**config.mk**
```make
export PLATFORM = sky130hd
export DESIGN_NAME = tqs_cell
export DESIGN_NICKNAME = d
export VERILOG_FILES = /design/src/rtl/tqs_pkg.sv /design/src/rtl/tqs_cell.sv
export SDC_FILE = /design/constraint.sdc
export NUM_CORES = 1
export LEC_CHECK = 0
export BUFFER_PORTS_ARGS = -buffer_cell sky130_fd_sc_hd__buf_2
export CORE_MARGIN = 1
export CORE_UTILIZATION = 45
export CTS_CLUSTER_SIZE = 25
export DETAILED_ROUTE_END_ITERATION = 7
export GPL_TIMING_DRIVEN = 0
export PLACE_DENSITY = 0.69
export SLEW_MARGIN = 10
export SYNTH_ARGS = -nofsm -noshare
export SYNTH_HDL_FRONTEND = slang
export SYNTH_SLANG_ARGS = --single-unit
```
**constraint.sdc**
```tcl
create_clock -name clk_i -period 15.9 [get_ports clk_i]
set_input_delay 1.59 -clock clk_i [delete_from_list [all_inputs] [get_ports clk_i]]
set_output_delay 1.59 -clock clk_i [all_outputs]
set_load 0.005 [all_outputs]
```
**src/rtl/tqs_pkg.sv**
```systemverilog
// tqs_pkg: types, constants and helpers shared by the timer queue scheduler
// used by tqs_cell, tqs_rbuf and timer_queue_scheduler_top
package tqs_pkg;

  localparam int TimerSlotsDef = 16;
  localparam int MaxFiresDef   = 64;
  localparam int TIME_W        = 48;
  localparam int PER_W         = 32;
  localparam int SLOT_W        = 8;   // holds any slot index up to 256 slots
  localparam int WAIT_W        = 49;

  typedef enum logic [1:0] {
    KIND_TICK = 2'd0,
    KIND_ADD  = 2'd1,
    KIND_DEL  = 2'd2
  } kind_e;

  typedef enum logic [1:0] {
    ST_OK        = 2'd0,
    ST_FULL      = 2'd1,
    ST_NOT_FOUND = 2'd2
  } status_e;

  typedef enum logic [1:0] {
    CMD_NONE  = 2'd0,
    CMD_WRITE = 2'd1,
    CMD_CLEAR = 2'd2,
    CMD_FIRE  = 2'd3
  } cmd_e;

  typedef enum logic [2:0] {
    S_SETTLE,
    S_IDLE,
    S_EXEC,
    S_WAIT,
    S_LOAD,
    S_SHOW
  } state_e;

  // command broadcast to every cell, acted on by the addressed one
  typedef struct packed {
    cmd_e              op;
    logic [SLOT_W-1:0] slot;
    logic [TIME_W-1:0] expiry;
    logic [PER_W-1:0]  period;
    logic [PER_W-1:0]  repeats;
  } cell_cmd_t;

  // running earliest timer and lowest free slot handed along the row
  typedef struct packed {
    logic              valid;
    logic [TIME_W-1:0] expiry;
    logic [SLOT_W-1:0] slot;
    logic              free_found;
    logic [SLOT_W-1:0] free_slot;
  } cand_t;

  typedef struct packed {
    status_e    status;
    logic [3:0] slot;
    logic       fired;
  } res_t;

  function automatic logic [TIME_W-1:0] sat_add48(input logic [TIME_W-1:0] a,
                                                  input logic [PER_W-1:0] b);
    logic [TIME_W:0] s;
    s = {1'b0, a} + {{(TIME_W-PER_W+1){1'b0}}, b};
    return s[TIME_W] ? {TIME_W{1'b1}} : s[TIME_W-1:0];
  endfunction

endpackage

```
**src/rtl/tqs_cell.sv**
```systemverilog
// tqs_cell: one timer slot and one step of the earliest-expiry search
// depends on tqs_pkg
module tqs_cell import tqs_pkg::*; #(
  parameter int IDX = 0
) (
  input  logic      clk_i,
  input  logic      rst_ni,
  input  cell_cmd_t cmd_i,
  input  cand_t     cand_i,
  output cand_t     cand_o,
  output logic      active_o
);

  logic              active_q, active_d;
  logic [TIME_W-1:0] exp_q, exp_d;
  logic [PER_W-1:0]  per_q, per_d;
  logic [PER_W-1:0]  rep_q, rep_d;
  cand_t             cand_q, cand_d;
  logic              hit;

  assign hit = (cmd_i.slot == SLOT_W'(IDX));

  always_comb begin
    active_d = active_q;
    exp_d    = exp_q;
    per_d    = per_q;
    rep_d    = rep_q;
    if (hit) begin
      case (cmd_i.op)
        CMD_WRITE: begin
          active_d = 1'b1;
          exp_d    = cmd_i.expiry;
          per_d    = cmd_i.period;
          rep_d    = cmd_i.repeats;
        end
        CMD_CLEAR: active_d = 1'b0;
        CMD_FIRE: begin
          if (rep_q == PER_W'(1)) begin
            active_d = 1'b0;
          end else begin
            exp_d = sat_add48(exp_q, per_q);
            if (rep_q != '0) rep_d = rep_q - PER_W'(1);
          end
        end
        default: ;
      endcase
    end
  end

  // strict compare keeps the lower slot on equal expiry
  always_comb begin
    cand_d = cand_i;
    if (active_q && (!cand_i.valid || exp_q < cand_i.expiry)) begin
      cand_d.valid  = 1'b1;
      cand_d.expiry = exp_q;
      cand_d.slot   = SLOT_W'(IDX);
    end
    if (!cand_i.free_found && !active_q) begin
      cand_d.free_found = 1'b1;
      cand_d.free_slot  = SLOT_W'(IDX);
    end
  end

  always_ff @(posedge clk_i or negedge rst_ni) begin
    if (!rst_ni) begin
      active_q <= 1'b0;
      cand_q   <= '0;
    end else begin
      active_q <= active_d;
      cand_q   <= cand_d;
    end
  end

  always_ff @(posedge clk_i) begin
    exp_q <= exp_d;
    per_q <= per_d;
    rep_q <= rep_d;
  end

  assign cand_o   = cand_q;
  assign active_o = active_q;

endmodule

```
==> out/qor.txt <==
post_cts resized: 0
syn_nets: 1230
initial DRC count: 490
Worst VDD drop: 0.06152 mV
Starting Density: 0.4612
vias per cell: 5.356
Initial DRT Pass Iterations: 5
pwr/cell area: 80.76 nW/um^2
Sw Share: 0.2462
Async SR Flop Fraction: 0.3743
dpl hpwl: 20600 microns
Reg clk slew, reported paths: 0.07 ns
WS Path Type: input port to flop
Die Span Y: 154.8 microns
Crit Reg-Reg Startpoint: exp_q[9]$_DFFE_PP_
gp weighted congestion: 0.8744
setup TNS: 0 ns
CP Launch Type: input port
hold path cells: 1
minimum clock period after layout: 4.822 ns
Worst R2R Path Depth: 12
worst r2r dst: cand_o[39]$_DFF_PN0_
Setup Viol. Count Final: 0
share of cells above drive strength 1: 0.2776
DRC viols: 0
DR vias: 8388
average cell area after synthesis: 11.00 sq um
initial antenna violation count: 3
maxcap violations: 0
vias in the first global route: 8255
Internal Power: 0.7843 mW
number of synthesized register bits: 179
Leakage Power: 5.702 nW
status: finished clean
sw power: 0.2561 mW
Placed Area: 12270 sq um
Final Hold Viols: 0
overall routing resource usage: 0.2270
Mapped Area: 10510 sq um
Setup Buffers After CTS: 0
Worst Hold Path EP: cand_o[41]$_DFF_PN0_
# rows: 55
Port Buffer Count: 256
synth warn: 0
part of the power in combinational logic: 0.095
total CTS buffers: 17
CTS tree: yes
Setup crit end kind: flop
Yosys top cell by area: edfxtp_1
Die Area: 23960 sq um
H-tree depth: 4
Top Ports: 257
Slew @ Worst Pin: 0.7926 ns
setup skew after layout: 0.01340 ns
final wirelength: 26640 microns
Worst-Skew Late Latency: 0.43 ns
sequential fraction of design power: 0.488
Fmax: 207.4 MHz
Post-Syn Instances: 955
hold crit path type: flop to flop
gr ovfl total: 0
max_slew headroom: 0.4716
nets@finish: 1512
clock sink total: 179
Worst Path Arrival: 5.13 ns
# hold bufs at CTS: 0
Antenna Nets Post-Route: 0
Synth area leaders: edfxtp_1 32%, dfrtp_1 16%, ha_1 10%, a21oi_1 3.8%, o22a_1 2.9%
Die X: 154.8 microns
max-slew violations: 0
placeable core area: 22780 sq um
period utilisation layout: 0.3033
RSZ-0062 raised after global routing: false
register area share after synthesis: 0.4798
global-route wire length before repair: 42220 microns
Hold Path Origin: exp_q[24]$_DFFE_PP_
fin area: 12880 sq um
EDFF count, synth: 112
CTS Root Cell: clkbuf_16
DR WL/cell: 17.01 microns
r2r setup slk: 11.93 ns
Cell variety after synth: 68
Critical Path RT: 16.21 ns
Area growth, synth to finish: 22.64%
largest net degree at the start of global routing: 43
clock buffer depth: 2
top_reg_cell synth: edfxtp_1
top-area cell type share of the netlist area: 0.3202
Clk network pwr share: 0.417
largest fanout on the critical path: 10
==> logic make-up after synthesis <==
group / share of synthesized area
AO/OA/AOI/OAI: 0.1642
AND/OR/NAND/NOR: 0.1160
flip-flops: 0.4798
buffers and inverters: 0.03502
adder cells (fa/ha/maj): 0.1020
XOR/XNOR: 0.05002
multiplexers: 0.05300
==> area by class of cell <==
class	instances	area (sq um)
fill	2009	9894
multi-input combinational	682	5105
sequential	179	5040
timing repair buffer	263	1369
clock buffer	18	439.2
tap	313	391.6
inverter	63	236.5
clock inverter	14	163.9
buffer	31	131.4
antenna	3	7.507
==> per-stage QoR <==
step	setup WS [ns]	util	hold WS [ns]	cells	power [mW]
after floorplan	8.963	-	0.4962	955	0.5657
after global placement	5.886	0.5346	0.5256	1524	0.6141
after detailed placement	10.63	0.5388	0.5306	1531	0.6173
after CTS	11.07	0.5653	0.5471	1563	1.050
after global routing	10.92	0.5656	0.5607	1566	1.078
final	11.08	0.5656	0.5382	1566	1.040
==> worst max-delay path: stages <==
cell      delay (ns)
buf_2           0.09
inv_1           0.04
ha_1            0.31
a21o_1          0.18
a211o_1         0.32
a211oi_1        0.22
o31ai_1         0.13
a221oi_1        0.51
o31ai_1         0.20
a211oi_1        0.33
o211ai_1        0.29
buf_2           0.33
buf_2           0.26
mux2_1          0.33
==> worst max-delay path by stage <==
stage          slack (ns)              endpoint  cells after the start       start
2_1_floorplan        8.96    rep_q[0]$_DFFE_PP_                      5  cmd_i[120]
3_3_place_gp         5.89    rep_q[8]$_DFFE_PP_                      6  cmd_i[120]
3_5_place_dp        10.63  cand_o[63]$_DFF_PN0_                     14  cand_i[26]
4_1_cts             11.07  cand_o[39]$_DFF_PN0_                     14  cand_i[26]
5_1_grt             10.92  cand_o[39]$_DFF_PN0_                     14  cand_i[26]
6_report            11.08  cand_o[39]$_DFF_PN0_                     14  cand_i[26]
==> registers in the layout, summed over array words and instances (netlist names) <==
name      flops
active_o      1
cand_o       66
exp_q        48
per_q        32
rep_q        32
==> cell usage in the layout (no fill, tap or decap), drive strengths merged, types with 26 or more instances in the layout <==
cell,Yosys,final
clkbuf,17,35
nor2,64,64
dfrtp,67,67
mux2,45,45
xnor2,34,34
edfxtp,112,112
a21o,38,38
ha,84,84
o22a,35,35
inv,63,70
nand2,38,38
buf,14,277
a21oi,80,80
xor2,26,26
==> synth_stat cells (9+ instances only) <==
| cell | n |
|---|---|
| and3_1 | 9 |
| mux2_1 | 20 |
| dfrtp_1 | 67 |
| nor2_1 | 63 |
| a21oi_1 | 80 |
| a31oi_1 | 10 |
| xnor2_1 | 34 |
| clkbuf_1 | 17 |
| inv_1 | 63 |
| o22a_1 | 35 |
| buf_2 | 9 |
| mux2_2 | 25 |
| xor2_1 | 26 |
| ha_1 | 84 |
| nor2b_1 | 17 |
| a21o_1 | 38 |
| nor4_1 | 11 |
| nor3_1 | 19 |
| and2_1 | 10 |
| nand2_1 | 38 |
| edfxtp_1 | 112 |
| nand3_1 | 23 |
| o21ai_0 | 20 |
| nand4_1 | 18 |
==> routing by layer <==
| layer | up-vias | global-route usage | part of all wire |
|---|---|---|---|
| li1 | 4138 | - | - |
| met1 | 3986 | 0.3083 | 0.46 |
| met2 | 236 | 0.3749 | 0.48 |
| met3 | 28 | 0.02970 | 0.044 |
| met4 | 0 | 0.07591 | 0.017 |
| met5 | - | 0 | 0 |
==> power by group through the flow <==
stage	registers [mW]	logic, mW	clock network, mW
2_1_floorplan	0.519	0.0467	0
3_3_place_gp	0.518	0.0965	0
3_5_place_dp	0.518	0.0996	0
4_1_cts	0.508	0.100	0.442
5_1_grt	0.508	0.111	0.459
6_report	0.507	0.0986	0.434
(Power assumes the default switching activity.)
