--- config.mk ---
export PLATFORM = sky130hd
export DESIGN_NAME = tqs_rbuf
export DESIGN_NICKNAME = d
export VERILOG_FILES = /design/src/rtl/tqs_pkg.sv /design/src/rtl/tqs_rbuf.sv
export SDC_FILE = /design/constraint.sdc
export NUM_CORES = 1
export LEC_CHECK = 0
export BUFFER_PORTS_ARGS = -buffer_cell sky130_fd_sc_hd__buf_2
export CAP_MARGIN = 0
export CORE_AREA = 2 2 175 177
export CTS_CLUSTER_DIAMETER = 30
export DETAILED_ROUTE_END_ITERATION = 10
export DIE_AREA = 0 0 177 179
export GPL_ROUTABILITY_DRIVEN = 0
export PLACE_DENSITY = 0.76
export SLEW_MARGIN = 25
export SYNTH_ARGS = -nofsm -noshare
export SYNTH_HDL_FRONTEND = slang
export SYNTH_SLANG_ARGS = --single-unit
--- constraint.sdc ---
create_clock -name clk_i -period 4.15 [get_ports clk_i]
set_input_delay 0.83 -clock clk_i [delete_from_list [all_inputs] [get_ports clk_i]]
set_output_delay 0.83 -clock clk_i [all_outputs]
set_load 0.05 [all_outputs]
--- src/rtl/tqs_pkg.sv ---
// tqs_pkg: types, constants and helpers shared by the timer queue scheduler
// used by tqs_cell, tqs_rbuf and timer_queue_scheduler_top
package tqs_pkg;

  localparam int TimerSlotsDef = 16;
  localparam int MaxFiresDef   = 64;
  localparam int TIME_W        = 48;
  localparam int PER_W         = 32;
  localparam int SLOT_W        = 8;   // holds any slot index up to 256 slots
  localparam int WAIT_W        = 49;

  typedef enum logic [1:0] {
    KIND_TICK = 2'd0,
    KIND_ADD  = 2'd1,
    KIND_DEL  = 2'd2
  } kind_e;

  typedef enum logic [1:0] {
    ST_OK        = 2'd0,
    ST_FULL      = 2'd1,
    ST_NOT_FOUND = 2'd2
  } status_e;

  typedef enum logic [1:0] {
    CMD_NONE  = 2'd0,
    CMD_WRITE = 2'd1,
    CMD_CLEAR = 2'd2,
    CMD_FIRE  = 2'd3
  } cmd_e;

  typedef enum logic [2:0] {
    S_SETTLE,
    S_IDLE,
    S_EXEC,
    S_WAIT,
    S_LOAD,
    S_SHOW
  } state_e;

  // command broadcast to every cell, acted on by the addressed one
  typedef struct packed {
    cmd_e              op;
    logic [SLOT_W-1:0] slot;
    logic [TIME_W-1:0] expiry;
    logic [PER_W-1:0]  period;
    logic [PER_W-1:0]  repeats;
  } cell_cmd_t;

  // running earliest timer and lowest free slot handed along the row
  typedef struct packed {
    logic              valid;
    logic [TIME_W-1:0] expiry;
    logic [SLOT_W-1:0] slot;
    logic              free_found;
    logic [SLOT_W-1:0] free_slot;
  } cand_t;

  typedef struct packed {
    status_e    status;
    logic [3:0] slot;
    logic       fired;
  } res_t;

  function automatic logic [TIME_W-1:0] sat_add48(input logic [TIME_W-1:0] a,
                                                  input logic [PER_W-1:0] b);
    logic [TIME_W:0] s;
    s = {1'b0, a} + {{(TIME_W-PER_W+1){1'b0}}, b};
    return s[TIME_W] ? {TIME_W{1'b1}} : s[TIME_W-1:0];
  endfunction

endpackage

--- src/rtl/tqs_rbuf.sv ---
// tqs_rbuf: result buffer holding the items of one input until they are sent
// depends on tqs_pkg
module tqs_rbuf import tqs_pkg::*; #(
  parameter int DEPTH = MaxFiresDef,
  parameter int AW    = (DEPTH > 1) ? $clog2(DEPTH) : 1
) (
  input  logic          clk_i,
  input  logic          wr_en_i,
  input  logic [AW-1:0] wr_addr_i,
  input  res_t          wr_data_i,
  input  logic          rd_en_i,
  input  logic [AW-1:0] rd_addr_i,
  output res_t          rd_data_o
);

  res_t mem [DEPTH];
  res_t rd_q;

  always_ff @(posedge clk_i) begin
    if (wr_en_i) mem[wr_addr_i] <= wr_data_i;
  end

  always_ff @(posedge clk_i) begin
    if (rd_en_i) rd_q <= mem[rd_addr_i];
  end

  assign rd_data_o = rd_q;

endmodule

==> results of run 1 <==
[critical path: stages]
cell and delay, ns:
buf_4 0.63, buf_4 0.34, mux4_2 0.34, a22oi_1 0.28, a41oi_1 0.23, a41o_1 0.25
[cell usage in the layout (no fill, tap or decap), types with 11 or more instances in the layout]
master	n
edfxtp_1	455
mux4_2	112
nor2_1	76
clkbuf_16	73
buf_4	21
buf_2	20
mux2i_1	16
o22ai_1	12
inv_6	12
clkinvlp_4	11
[logic make-up (layout without fill, tap and decap cells)]
kind of cell	Yosys count	after routing	share of synthesized area, %
simple gates	130	130	3.420
flops	455	455	77.17
other cells	0	1	0
compound gates	65	65	2.608
buf+inv	47	179	1.526
mux	130	130	15.28
[how the worst max path moves through the flow]
| stage | from | to |
|---|---|---|
| finish | rd_addr_i[2] | rd_data_o[0] |
| global route | rd_addr_i[2] | rd_data_o[0] |
| CTS | rd_addr_i[2] | rd_data_o[0] |
| detailed placement | rd_addr_i[2] | rd_data_o[0] |
| global placement | rd_addr_i[2] | rd_data_o[0] |
| floorplan | rd_addr_i[0] | rd_data_o[0] |
[power by group through the flow]
stage / sequential [mW] / clock, mW / combinational (mW)
final: 5.12 / 5.95 / 0.481
after floorplan: 5.22 / 0 / 0.265
after global routing: 5.12 / 6.20 / 0.509
after CTS: 5.12 / 5.99 / 0.480
after global placement: 5.21 / 0 / 0.464
after detailed placement: 5.21 / 0 / 0.475
[flip-flops by register name, summed over array words and instances, names as in the netlist]
name,count
mem,448
rd_data_o,7
[layer usage]
layer / share of wire [%] / track usage [%]
met5: 0.045 / 0
met4: 3.5 / 11.71
met3: 9.5 / 5.810
met2: 49 / 41.88
met1: 38 / 36.01
[area by class of cell]
| cell class | count | area [µm²] | share of cell area (%) |
|---|---|---|---|
| multi-input combinational | 325 | 3772 | 18.22 |
| sequential | 455 | 13660 | 65.97 |
| clock inverter | 55 | 598.1 | 2.888 |
| tap | 396 | 495.5 | 2.392 |
| inverter | 2 | 7.507 | 0.03625 |
| timing repair buffer | 45 | 329.1 | 1.589 |
| clock buffer | 77 | 1842 | 8.893 |
| antenna | 1 | 2.502 | 0.01208 |
[metrics by stage]
stage / power (mW) / worst slack, ns
2_1_floorplan: 5.489 / 1.680
4_1_cts: 11.59 / 1.550
3_5_place_dp: 5.684 / 0.9407
5_1_grt: 11.83 / 1.465
6_report: 11.55 / 1.542
3_3_place_gp: 5.673 / 1.037
==> results.md, run 1 <==
- Clk pwr share: slightly above 50%
- Clk_lat worst skew: slightly below 0.6 ns
- Share of cells above drive strength 1: roughly 30%
- Core ar.: 30030 µm²
- Main area contributors after synthesis: edfxtp_1 (77%), mux4_2 (14%), nor2_1 (1.6%), mux2i_1 (0.90%), o221ai_1 (0.45%)
- Die height: roughly 180 µm
- Initial Utilization: around 59%
- Setup TNS: 0 ns
- Achievable Freq: around 380 MHz
- Post-layout util: 68.97%
- Initial antenna violation count: 3
- Reg2reg path depth: 4
- Maximum fanout along the worst path: 57
- Post-synthesis cell type count: 37
- Total global-route track usage: a little over a quarter
- Total gr overflow: 0
- Cell area after layout: 20710 µm²
- CTS resizes: 0
- Hold path endpoint: rd_data_o[4]
- Main flop type after synthesis: edfxtp_1
- CTS Hold Bufs: 0
- Number of enable flip-flop cells after synthesis: roughly 460
- Syn_nets: 849
- Worst setup SP type: primary input
- Placed inst area: between 15000 and 20000 µm²
- Reg2reg end: rd_data_o[0]
- RSZ-0062 raised after global routing: no
- Detailed Place HPWL: between 20000 and 25000 µm
- Switching Share: 22.03%
- Vias in the first global route: 9189
- Power Density: ~560 nW/µm²
- Ys async rst share: 0%
- Endpoint type of the worst setup path: register
- P&R area growth vs syn: 16.97%
- Sequential share of power: between 40% and 50%
- Chip Width: 177 µm
- Clock root buffer: clkbuf_16
- Min-Delay Path Class: in -> reg
- Iter 0 DRT Violations: between 1000 and 1500
- Post CTS Setup Buffer Count: 0
- Relative slew slack: a little over two fifths
- Comb pwr share: under 10%
- First-pass GRT wire length: 59150 µm
- Worst r2r src: mem[33][0]
- H-tree levels: 3
- Arr. time, crit path: between 2 and 3 ns
- Outcome: finished, final reports clean
- Net Switching: approximately 2.5 mW
- Worst slew pin tran: between 0.8 and 0.9 ns
- Largest net degree at the start of global routing: 65
- Worst EP required: around 4.5 ns
- Post-Layout Cell Count: ~1400
- Top-count cell post-synth: edfxtp_1
- WL/cell: between 20 and 30 µm
- Largest vdd supply drop: between 0.0003 and 0.0004 V
- Vias per inst: 6.587
- Dpl cells: approximately 1200
- I/O Buffers: 28
- DRT Pass-1 Iters: 6
- Die ar.: approximately 32000 µm²
- DRC violations left: 0
- Register bit total from synthesis: around 460
- Bufs on Longest Clock Path: 3
- Final period util: 62.85%
- Rows: 64
- Worst Hold Launch: rd_en_i
- Top cells by count, synth: edfxtp_1 (455), mux4_2 (112), nor2_1 (76), clkbuf_1 (18), mux2i_1 (16)
- CP Class: in -> reg
- Sequential area share after synthesis: 77.17%
- Final Skew: about 0.018 ns
- Slew Viols, Final: 0
- Synth Instances: slightly above 800
- Post-Syn Area per Cell: 21.41 µm²
- CTS tree: done
- Final min period: approximately 2.6 ns
- Clock sinks: 455
- IO Pins: 29
- Synth Cell Area: 17710 µm²
- Fill count: between 1500 and 2000
- Synth top area share: 77.17%
- Yosys warns: 0
- Clock-pin slew on the worst setup and hold paths: around 0.050 ns
- Final Hold Fails: 0
- Final setup fails: 0
- Via count: between 8000 and 9000
- R2r setup slk: 2.18 ns
- Max-cap violations: 0
- WHS Path Cells: 1
- Clock buffer count from CTS: 73
- Hold slack final: around 0.65 ns
- Int Pwr: about 9 mW
- DRT antenna net count: 0
- Final wirelength: ~40000 µm
- Synth area leader: edfxtp_1
- # nets final: a little over 900
- LEAKAGE: between 6 and 7 nW
Note: power is estimated with default switching activity, not from simulation.
==> run 2, diff against run 1 <==
- clock period: 4.15 -> 2.55 ns (I/O delays scaled with it)
==> results.md, run 2 (synthesized netlist as in run 1, its figures left out) <==
- Initial Utilization: 58.96% (unchanged)
- First-pass GRT wire length: 63020 µm (was 59150 µm)
- Via count: 9505 (was 8932)
- Total global-route track usage: 27.88% (was 26.44%)
- Largest reg by FF count: mem (unchanged)
- Maximum fanout along the worst path: 25 (was 57)
- Final Hold Fails: 0 (unchanged)
- Reg2reg path depth: 4 (unchanged)
- Worst EP required: 2.85 ns (was 4.47 ns)
- Largest net degree at the start of global routing: 49 (was 65)
- Setup TNS: 0 ns (unchanged)
- Dpl cells: 1336 (was 1223)
- Largest register FFs: 448 (unchanged)
- Rows: 64 (unchanged)
- Clock sinks: 455 (unchanged)
- Hold slack final: 0.3194 ns (was 0.6460 ns)
- RSZ-0062 raised after global routing: no (unchanged)
- Total gr overflow: 0 (unchanged)
- # nets final: 1040 (was 924)
- Antenna diodes: 0 (was 1)
- Slew Viols, Final: 0 (unchanged)
- CP Class: in -> reg (unchanged)
- Leading cell types in the layout, fill and taps excluded: edfxtp_1 (455), buf_4 (116), mux4_2 (112) (was edfxtp_1 (455), mux4_2 (112), nor2_1 (76))
- H-tree levels: 3 (unchanged)
- Arr. time, crit path: 2.39 ns (was 2.93 ns)
- Vias in the first global route: 9828 (was 9189)
- Share of cells above drive strength 1: 36.64% (was 29.61%)
- Highest Signal Layer: met4 (was met5)
- CTS resizes: 0 (unchanged)
- CTS tree: done (unchanged)
- Endpoint type of the worst setup path: register (unchanged)
- WL/cell: 28.61 µm (was 29.43 µm)
- Hold path endpoint: rd_data_o[4] (unchanged)
- Largest vdd supply drop: 0.0005213 V (was 0.0003540 V)
- Bufs on Longest Clock Path: 3 (unchanged)
- Worst Hold Launch: rd_en_i (unchanged)
- Fill count: 1618 (was 1772)
- Final Skew: 0.03428 ns (was 0.01808 ns)
- DRC violations left: 0 (unchanged)
- R2r setup slk: 0.48 ns (was 2.18 ns)
- Final min period: about 2.1 ns
- Worst setup SP type: primary input (unchanged)
- DRT antenna net count: 0 (unchanged)
- LEAKAGE: 7.328 nW (was 6.603 nW)
- CTS Hold Bufs: 0 (unchanged)
- DRT Pass-1 Iters: 6 (unchanged)
- Vias per inst: 6.448 (was 6.587)
- Met2 Routed Length: 20920 µm (was 19630 µm)
- P&R area growth vs syn: 23.48% (was 16.97%)
- Worst r2r src: mem[58][0] (was mem[33][0])
- Outcome: finished, final reports clean (unchanged)
- Chip Width: 177 µm (unchanged)
- Core ar.: 30030 µm² (unchanged)
- WHS Path Cells: 1 (unchanged)
- Metal-1 WL: 15730 µm (was 15090 µm)
- Reg2reg end: rd_data_o[0] (unchanged)
- Power Density: 892.9 nW/µm² (was 557.8 nW/µm²)
- Worst slew pin tran: 0.6537 ns (was 0.8651 ns)
- Initial antenna violation count: 0 (was 3)
- Die ar.: 31680 µm² (unchanged)
- Die height: 179 µm (unchanged)
- Clock buffer count from CTS: 76 (was 73)
- Clock-pin slew on the worst setup and hold paths: 0.05 ns (about the same)
- Detailed Place HPWL: 25190 µm (was 23080 µm)
- Post CTS Setup Buffer Count: 0 (unchanged)
- I/O Buffers: 28 (unchanged)
- Clock root buffer: clkbuf_16 (unchanged)
- Achievable Freq: 478.5 MHz
- Final wirelength: 42180 µm (was 39910 µm)
- Relative slew slack: 56.05% (was 42.33%)
- IO Pins: 29 (unchanged)
- Final period util: 81.95%
- Min-Delay Path Class: in -> reg (unchanged)
- Post-Layout Cell Count: 1474 (was 1356)
- Clk_lat worst skew: 0.58 ns (about the same)
- Iter 0 DRT Violations: 1420 (was 1400)
- Commonest non-fill, non-tap cell in the layout: edfxtp_1 (unchanged)
- Met3 wire len: 3683 µm (was 3788 µm)
- Post-layout util: 72.81% (was 68.97%)
- Final setup fails: 0 (unchanged)
- Max-cap violations: 0 (unchanged)
[run 2: worst max path at each step]
stage                 start           end  depth (start not counted)
4_1_cts        rd_addr_i[1]  rd_data_o[0]                          6
2_1_floorplan  rd_addr_i[0]  rd_data_o[0]                          6
5_1_grt        rd_addr_i[1]  rd_data_o[0]                          6
3_5_place_dp   rd_addr_i[1]  rd_data_o[2]                          6
3_3_place_gp   rd_addr_i[1]  rd_data_o[2]                          6
6_report       rd_addr_i[1]  rd_data_o[0]                          6
[run 2: layout make-up]
| type | count | area (µm²) | share of cell area [%] |
|---|---|---|---|
| Sequential cell | 455 | 13660 | 62.49 |
| Tap cell | 396 | 495.5 | 2.266 |
| Clock buffer | 83 | 1971 | 9.013 |
| Clock inverter | 55 | 626.9 | 2.867 |
| Multi-Input combinational cell | 325 | 3772 | 17.25 |
| Timing Repair Buffer | 158 | 1328 | 6.072 |
| Inverter | 2 | 7.507 | 0.03434 |
[run 2: layer usage]
layer	up-vias	GRT usage, %
met5	-	0
met4	0	13.02
met3	116	4.792
met2	609	44.57
met1	4886	38.20
li1	3894	-
[run 2: per-stage QoR]
step	power [mW]	area (µm²)	worst slack, ns
after global placement	9.321	19270	-0.01032
after global routing	20.00	21860	0.4270
after detailed placement	9.343	19270	-0.03373
after CTS	19.60	21860	0.5215
final	19.52	21860	0.4602
after floorplan	8.933	17710	0.4000
[run 2: worst max-delay path: stages]
cell     delay [ns]
buf_4          0.37
buf_12         0.25
mux4_2         0.53
o22ai_1        0.29
a21oi_1        0.13
a41o_1         0.29
[run 2: power by group]
group          leakage, nW  switching (mW)  internal, mW
clock network         1.25            3.63          6.67
registers             4.10          0.0216          8.31
logic                 1.98           0.542         0.351
total                 7.33            4.20          15.3
